**config.mk**
```make
export PLATFORM = sky130hd
export DESIGN_NAME = iq_sample_packetizer_core
export DESIGN_NICKNAME = d
export VERILOG_FILES = /design/src/rtl/iqpkt_pkg.sv /design/src/rtl/iq_sample_packetizer_core.sv /design/src/rtl/iqpkt_front.sv /design/src/rtl/iqpkt_queue.sv /design/src/rtl/iqpkt_back.sv
export SDC_FILE = /design/constraint.sdc
export NUM_CORES = 1
export LEC_CHECK = 0
export ABC_AREA = 1
export BUFFER_PORTS_ARGS = -buffer_cell sky130_fd_sc_hd__clkbuf_2
export CAP_MARGIN = 40
export CORE_MARGIN = 2
export CORE_UTILIZATION = 55
export CTS_CLUSTER_DIAMETER = 200
export DETAILED_ROUTE_END_ITERATION = 6
export PLACE_DENSITY = 0.78
export SLEW_MARGIN = 15
export SYNTH_ARGS = -nofsm -noshare
export SYNTH_HDL_FRONTEND = slang
export SYNTH_SLANG_ARGS = --single-unit
```
**constraint.sdc**
```tcl
create_clock -name aclk -period 7.4 [get_ports aclk]
set_input_delay 1.48 -clock aclk [delete_from_list [all_inputs] [get_ports aclk]]
set_output_delay 1.48 -clock aclk [all_outputs]
set_load 0.03 [all_outputs]
```
**src/rtl/iqpkt_pkg.sv**
```systemverilog
// ----------------------------------------------------------------------------
// iqpkt_pkg
// Shared types and constants of the IQ sample packetizer.
// ----------------------------------------------------------------------------
package iqpkt_pkg;

    localparam int unsigned SPP_W = 20;

    typedef enum logic [1:0] {
        KIND_HDR_LO = 2'd0,
        KIND_HDR_HI = 2'd1,
        KIND_DATA   = 2'd2
    } word_kind_t;

    typedef enum logic [1:0] {
        REG_SPP    = 2'd0,
        REG_FORMAT = 2'd1,
        REG_HEADER = 2'd2
    } reg_index_t;

    // One classified job passed from the front end to the back end
    typedef struct packed {
        logic [31:0] data_a;    // int16 word, or raw I
        logic [31:0] data_b;    // raw Q
        logic        two_words; // float mode
        logic        has_hdr;
        logic [63:0] seq;
        logic        last;
    } job_t;

    // Convert an IEEE single to int16: x32768, saturate, round half to even
    function automatic logic [15:0] to_int16(input logic [31:0] bits);
        logic [7:0]  e;
        logic [23:0] m;
        logic [63:0] fx;
        logic [16:0] ip;
        logic        g;
        logic        st;
        logic [16:0] r;
        logic [15:0] res;
        e   = bits[30:23];
        m   = {1'b1, bits[22:0]};
        fx  = '0;
        res = '0;
        if (e == 8'hFF && bits[22:0] != '0) begin
            res = '0;
        end else if (e >= 8'd127) begin
            // magnitude of at least 1.0 scales to 32768 or more: saturate
            res = bits[31] ? 16'h8000 : 16'h7FFF;
        end else if (e == 8'd0) begin
            res = '0;
        end else begin
            // value*32768 = m * 2^(e-135); keep 40 fraction bits for round and sticky
            fx  = {m, 40'd0} >> (8'd135 - e);
            ip  = fx[56:40];
            g   = fx[39];
            st  = fx[38:0] != '0;
            r   = ip + {16'd0, g & (st | ip[0])};
            if (bits[31]) begin
                res = (r > 17'd32768) ? 16'h8000 : 16'(17'd0 - r);
            end else begin
                res = (r > 17'd32767) ? 16'h7FFF : r[15:0];
            end
        end
        return res;
    endfunction

endpackage

```
**src/rtl/iq_sample_packetizer_core.sv**
```systemverilog
// ----------------------------------------------------------------------------
// iq_sample_packetizer_core
// Frames IQ samples into packets of 32-bit words with optional sequence header.
// Latency: the first word of a sample passes the queue, then the output register.
// Throughput: one output word per cycle while m_tready is high; 1 to 4 words per sample.
// Reset: aresetn synchronous; clears framing, sequence and restores registers.
// ----------------------------------------------------------------------------
module iq_sample_packetizer_core import iqpkt_pkg::*; (
    input  logic        aclk,
    input  logic        aresetn,
    input  logic [64:0] s_tdata,   // sample_i[31:0], sample_q[63:32], block_end[64]
    input  logic        s_tvalid,
    output logic        s_tready,
    output logic [31:0] m_tdata,   // word
    output logic [3:0]  m_tuser,   // word_kind[1:0], packet_end[2], item_end[3]
    output logic        m_tvalid,
    input  logic        m_tready,
    input  logic        cfg_valid,
    output logic        cfg_ready,
    input  logic [1:0]  cfg_index,
    input  logic [19:0] cfg_data
);

    logic [SPP_W-1:0] spp_reg;
    logic             fmt_reg;
    logic             hdr_reg;
    job_t             fjob;
    job_t             bjob;
    logic             fv, fr, bv, br;

    assign cfg_ready = 1'b1;

    // Write configuration registers
    always_ff @(posedge aclk) begin
        if (!aresetn) begin
            spp_reg <= SPP_W'(373);
            fmt_reg <= 1'b0;
            hdr_reg <= 1'b1;
        end else if (cfg_valid) begin
            unique case (cfg_index)
                REG_SPP:    spp_reg <= cfg_data;
                REG_FORMAT: fmt_reg <= cfg_data[0];
                REG_HEADER: hdr_reg <= cfg_data[0];
                default:    ;
            endcase
        end
    end

    iqpkt_front u_front (
        .aclk, .aresetn, .spp(spp_reg), .fmt(fmt_reg), .hdr_en(hdr_reg),
        .in_data(s_tdata[63:0]), .in_valid(s_tvalid), .in_ready(s_tready),
        .job(fjob), .job_valid(fv), .job_ready(fr)
    );

    iqpkt_queue u_queue (
        .aclk, .aresetn, .wr_job(fjob), .wr_valid(fv), .wr_ready(fr),
        .rd_job(bjob), .rd_valid(bv), .rd_ready(br)
    );

    iqpkt_back u_back (
        .aclk, .aresetn, .job(bjob), .job_valid(bv), .job_ready(br),
        .m_tdata, .m_tuser, .m_tvalid, .m_tready
    );

endmodule

```
**src/rtl/iqpkt_front.sv**
```systemverilog
// ----------------------------------------------------------------------------
// iqpkt_front
// Accepts samples, tracks framing and sequence state, converts to int16 (float mode passes raw).
// ----------------------------------------------------------------------------
module iqpkt_front import iqpkt_pkg::*; (
    input  logic             aclk,
    input  logic             aresetn,
    input  logic [SPP_W-1:0] spp,
    input  logic             fmt,
    input  logic             hdr_en,
    input  logic [63:0]      in_data,
    input  logic             in_valid,
    output logic             in_ready,
    output job_t             job,
    output logic             job_valid,
    input  logic             job_ready
);

    localparam logic [SPP_W-1:0] MAX_SPP = SPP_W'(1000000);

    logic [SPP_W-1:0] fill_reg;
    logic [SPP_W-1:0] fill_next;
    logic [63:0]      seq_reg;
    logic [63:0]      seq_next;
    logic [SPP_W-1:0] size;
    logic             last;
    logic             acc;

    assign in_ready = job_ready;
    assign acc      = in_valid && job_ready;
    assign job_valid = in_valid;

    // Clamp the packet size into range
    always_comb begin
        size = spp;
        if (spp == '0) size = SPP_W'(1);
        if (spp > MAX_SPP) size = MAX_SPP;
        last = (fill_reg + SPP_W'(1)) >= size;
    end

    // Classify the sample into a job
    always_comb begin
        job.data_a    = fmt ? in_data[31:0]
                            : {to_int16(in_data[63:32]), to_int16(in_data[31:0])};
        job.data_b    = in_data[63:32];
        job.two_words = fmt;
        job.has_hdr   = (fill_reg == '0) && hdr_en;
        job.seq       = seq_reg;
        job.last      = last;
    end

    // Advance framing state
    always_comb begin
        fill_next = fill_reg;
        seq_next  = seq_reg;
        if (acc) begin
            if (last) begin
                fill_next = '0;
                if (hdr_en) seq_next = seq_reg + 64'd1;
            end else begin
                fill_next = fill_reg + SPP_W'(1);
            end
        end
    end

    always_ff @(posedge aclk) begin
        if (!aresetn) begin
            fill_reg <= '0;
            seq_reg  <= '0;
        end else begin
            fill_reg <= fill_next;
            seq_reg  <= seq_next;
        end
    end

endmodule

```
**src/rtl/iqpkt_queue.sv**
```systemverilog
// ----------------------------------------------------------------------------
// iqpkt_queue
// Two-entry job queue between front end and back end.
// ----------------------------------------------------------------------------
module iqpkt_queue import iqpkt_pkg::*; (
    input  logic aclk,
    input  logic aresetn,
    input  job_t wr_job,
    input  logic wr_valid,
    output logic wr_ready,
    output job_t rd_job,
    output logic rd_valid,
    input  logic rd_ready
);

    job_t       mem_reg [2];
    logic       wp_reg;
    logic       rp_reg;
    logic [1:0] cnt_reg;
    logic       wr;
    logic       rd;

    assign wr_ready = cnt_reg != 2'd2;
    assign rd_valid = cnt_reg != 2'd0;
    assign rd_job   = mem_reg[rp_reg];
    assign wr = wr_valid && wr_ready;
    assign rd = rd_valid && rd_ready;

    // Store incoming job
    always_ff @(posedge aclk) begin
        if (wr) mem_reg[wp_reg] <= wr_job;
    end

    always_ff @(posedge aclk) begin
        if (!aresetn) begin
            wp_reg  <= 1'b0;
            rp_reg  <= 1'b0;
            cnt_reg <= '0;
        end else begin
            if (wr) wp_reg <= ~wp_reg;
            if (rd) rp_reg <= ~rp_reg;
            cnt_reg <= cnt_reg + 2'(wr) - 2'(rd);
        end
    end

endmodule

```
**src/rtl/iqpkt_back.sv**
```systemverilog
// ----------------------------------------------------------------------------
// iqpkt_back
// Serializes each job into header and data words with a registered output.
// ----------------------------------------------------------------------------
module iqpkt_back import iqpkt_pkg::*; (
    input  logic        aclk,
    input  logic        aresetn,
    input  job_t        job,
    input  logic        job_valid,
    output logic        job_ready,
    output logic [31:0] m_tdata,
    output logic [3:0]  m_tuser,
    output logic        m_tvalid,
    input  logic        m_tready
);

    logic [1:0]  step_reg;
    logic [1:0]  step_next;
    logic [1:0]  step_cur;
    logic [1:0]  first;
    logic [1:0]  fin;
    logic [31:0] w;
    word_kind_t  k;
    logic        pend;
    logic        iend;
    logic        load;
    logic [31:0] tdata_reg;
    logic [3:0]  tuser_reg;
    logic        tvalid_reg;

    // Steps: 0 hdr lo, 1 hdr hi, 2 data a, 3 data b
    assign first = job.has_hdr ? 2'd0 : 2'd2;
    assign fin   = job.two_words ? 2'd3 : 2'd2;

    // Skip the header steps when the job has none
    assign step_cur = (step_reg < first) ? first : step_reg;

    assign load      = job_valid && (!tvalid_reg || m_tready);
    assign job_ready = load && (step_cur == fin);

    always_comb begin
        unique case (step_cur)
            2'd0:    begin w = job.seq[31:0];  k = KIND_HDR_LO; end
            2'd1:    begin w = job.seq[63:32]; k = KIND_HDR_HI; end
            2'd2:    begin w = job.data_a;     k = KIND_DATA;   end
            default: begin w = job.data_b;     k = KIND_DATA;   end
        endcase
        iend = step_cur == fin;
        pend = iend && job.last;
        step_next = step_reg;
        if (load) step_next = iend ? 2'd0 : step_cur + 2'd1;
    end

    always_ff @(posedge aclk) begin
        if (load) begin
            tdata_reg <= w;
            tuser_reg <= {iend, pend, k};
        end
    end

    always_ff @(posedge aclk) begin
        if (!aresetn) begin
            step_reg   <= 2'd0;
            tvalid_reg <= 1'b0;
        end else begin
            if (load) tvalid_reg <= 1'b1;
            else if (m_tready) tvalid_reg <= 1'b0;
            step_reg <= step_next;
        end
    end

    assign m_tdata  = tdata_reg;
    assign m_tuser  = tuser_reg;
    assign m_tvalid = tvalid_reg;

endmodule

```
==> impl_metrics.csv <==
group,metric,value,unit
run_status,outcome,"finished, final reports clean",
setup_path,crit_path_top_delay_cell,"dfxtp_1",
timing,worstMarginPinSlew,0.8890,ns
clock_network,cts_tree,"done",
detailed_routing,vias,23760,
setup_path,startpoint,"u_front.fill_reg[0]",
hold_path,min_from,"u_front.seq_reg[63]",
logic_synthesis,ys_seq_elements,412,
global_route,grt_pass1_vias,20940,
detailed_routing,routedWlPerCell,18.06,µm
global_route,grt_usage,29.93,%
setup_path,cp.arrival,6.33,ns
pwr,powerDensity,267.4,nW/µm²
timing,setup_tns,0,ns
logic_synthesis,yosysMostFrequentCell,"nand2_1",
pwr,vdd_drop_max,0.4226,mV
clock_network,clkTransAtPathRegs,0.06,ns
clock_network,cts.sinks,412,
final_layout,largest_register_ffs,262,
final_layout,synthToLayoutAreaGrowth,9.061,%
detailed_routing,post-route-drc-count,0,
logic_synthesis,synth_top_area_share,35.51,%
setup_path,worst-path-max-fanout,14,
clock_network,post-cts-setup-buffers,0,
setup_path,cp-end-kind,"register",
final_layout,fin_nets,3513,
timing,finalHoldViolations,0,
timing,period_needed,5.905,ns
logic_synthesis,synth_top_flop_cell,"edfxtp_1",
floorplan,initial_core_util,55.65,%
logic_synthesis,syn_avg_cell_area,7.570,µm²
global_route,grt_max_degree,132,
detailed_routing,totalWireLength,72570,µm
pwr,p_leak,11.35,nW
setup_path,max_stage_delay,0.51,ns
clock_network,root_buffer,"clkbuf_16",
setup_path,ff2ff_setup_slack,1.49,ns
global_route,grt.overflow.total,0,
logic_synthesis,netlist_top_cells_area,"edfxtp_1 36%, nand2_1 14%, dfxtp_1 9.1%",
setup_path,worstSetupStartpointType,"register",
logic_synthesis,ys_types,57,
floorplan,row_count,78,
final_layout,drive_gt1_share,10.59,%
job,cap_violations,0,
clock_network,clkLatencyLatePin,0.54,ns
hold_path,hp-class,"register to register",
floorplan,ios,131,
hold_path,holdPathStages,0,
logic_synthesis,synth_edf_count,298,
placement,hpwlAfterDp,52160,µm
detailed_routing,avgViaCountPerCell,5.911,
clock_network,cts_buffer_depth,3,
timing,final_max_slew_viol_count,0,
floorplan,core,45280,µm²
timing,maxSlewHeadroom,40.27,%
setup_path,reg2reg_to,"u_front.seq_reg[53]",
detailed_routing,drt-pass1-iter-count,7,
setup_path,r2r_cells,28,
timing,fin_ws,1.495,ns
timing,finalClockSkew,0.01154,ns
logic_synthesis,seq_area_frac_synth,44.56,%
timing,max_freq,169.3,MHz
detailed_routing,drtIter0Drc,3193,
global_route,antenna_found_initial,1,
logic_synthesis,syn_nets,3454,
floorplan,dieArea,47550,µm²
logic_synthesis,yosysWarnings,0,
placement,place.gp.congestion,0.9857,
timing,period_share,79.80,%
placement,pre_cts_slack,1.228,ns
clock_network,cts.repair.resized,0,
global_route,grt_pass1_wl,112400,µm
placement,io_buffers,128,
setup_path,r2r_start,"u_front.fill_reg[0]",
logic_synthesis,postSynthCellCount,3329,
final_layout,utilization,60.70,%
timing,setup-violations-final,0,
logic_synthesis,synthArstFlopShare,0,%
clock_network,cts.hold.buffers_added,0,
floorplan,die_h,218.1,µm
setup_path,critPathRequiredTime,7.83,ns
hold_path,hold_path_end,"u_queue.mem_reg[0][64]",
logic_synthesis,yosysTopAreaCell,"edfxtp_1",
detailed_routing,ant_nets,0,
clock_network,numCtsBuffers,40,
floorplan,die_w,218.1,µm
final_layout,fillers,4007,
setup_path,crit_top_cell,"nand2_1",
timing,grt_setup_unrepaired,"no",
logic_synthesis,syn-cell-area,25200,µm²
setup_path,critPathKind,"register to register",
clock_network,ctsHtreeMaxLevel,2,
logic_synthesis,netlist_top_cells_count,"914 x nand2_1, 425 x nand3_1, 327 x nor2_1",
## placed cells by master (no fill, tap or decap), drive strengths merged, types with 5 or more instances in the layout
master	n
a211oi	9
a21oi	181
a22oi	19
and3	8
buf	40
clkbuf	186
clkinv	16
clkinvlp	5
dfxtp	114
edfxtp	298
ha	33
inv	279
nand2	952
nand3	453
nand3b	6
nand4	130
nor2	356
nor3	83
nor3b	6
nor4	31
o211ai	6
o21a	8
o21ai	119
o31ai	11
or4	9
xnor2	6
xor2	28
## cell type report
type / count / area, µm² / share of cell area (%)
multi-input combinational: 2480 / 12190 / 44.35
clock buffer: 58 / 1160 / 4.220
tap: 600 / 750.7 / 2.731
inverter: 286 / 1075 / 3.910
timing repair buffer: 168 / 991.0 / 3.605
antenna: 1 / 2.502 / 0.009105
clock inverter: 14 / 81.33 / 0.2959
sequential: 412 / 11230 / 40.87
## stage by stage
stage / hold WS [ns] / area [µm²] / power, W / instances
after detailed placement: 0.4357 / 26240 / 0.005408 / 3945
after CTS: 0.4645 / 27480 / 0.007327 / 4017
after floorplan: 0.4237 / 25210 / 0.004614 / 3329
after global routing: 0.4713 / 27480 / 0.007694 / 4018
final: 0.4709 / 27490 / 0.007351 / 4019
after global placement: 0.4320 / 26170 / 0.005335 / 3940
## power by group
group	internal (W)	switching [W]
sequential	0.00293	0.000107
clock	0.00109	0.000848
combinational	0.000624	0.00175
## worst max-delay path by stage
| stage | end | cells after the start |
|---|---|---|
| CTS | u_front.seq_reg[53] | 28 |
| finish | u_front.seq_reg[53] | 28 |
| floorplan | u_queue.mem_reg[1][0] | 3 |
| global route | u_front.seq_reg[53] | 27 |
| global placement | u_queue.mem_reg[0][110] | 30 |
| detailed placement | u_queue.mem_reg[1][123] | 34 |
## critical path, delay by kind of cell, from the launching register on
family                     cells  cell delay (ns)
AOI/OAI and AO/OA              3             0.27
DFF                            1             0.51
buffers and inverters          3             0.67
xor gates and xnor gates       1             0.16
and+or+nand+nor               20             3.88
adders and majority gates      1             0.31
## kinds of logic after synthesis
kind of cell             after synthesis  synth area share (%)
XOR/XNOR                              34                 1.211
multiplexers                           3                0.1192
flip-flops                           412                 44.56
adder cells (fa/ha/maj)               33                 1.638
AO/OA/AOI/OAI                        368                 8.053
AND/OR/NAND/NOR                     2041                 37.23
other                                  1               0.01488
buffers and inverters                437                 7.169
## layer usage
metal | track usage, % | vias to the layer above | share of wire [%]
li1 | - | 11450 | -
met3 | 4.840 | 160 | 10
met5 | 0 | - | 0.015
met2 | 46.40 | 1261 | 44
met1 | 43.17 | 10880 | 42
met4 | 8.844 | 2 | 3.0
Note: power is estimated with default switching activity, not from simulation.
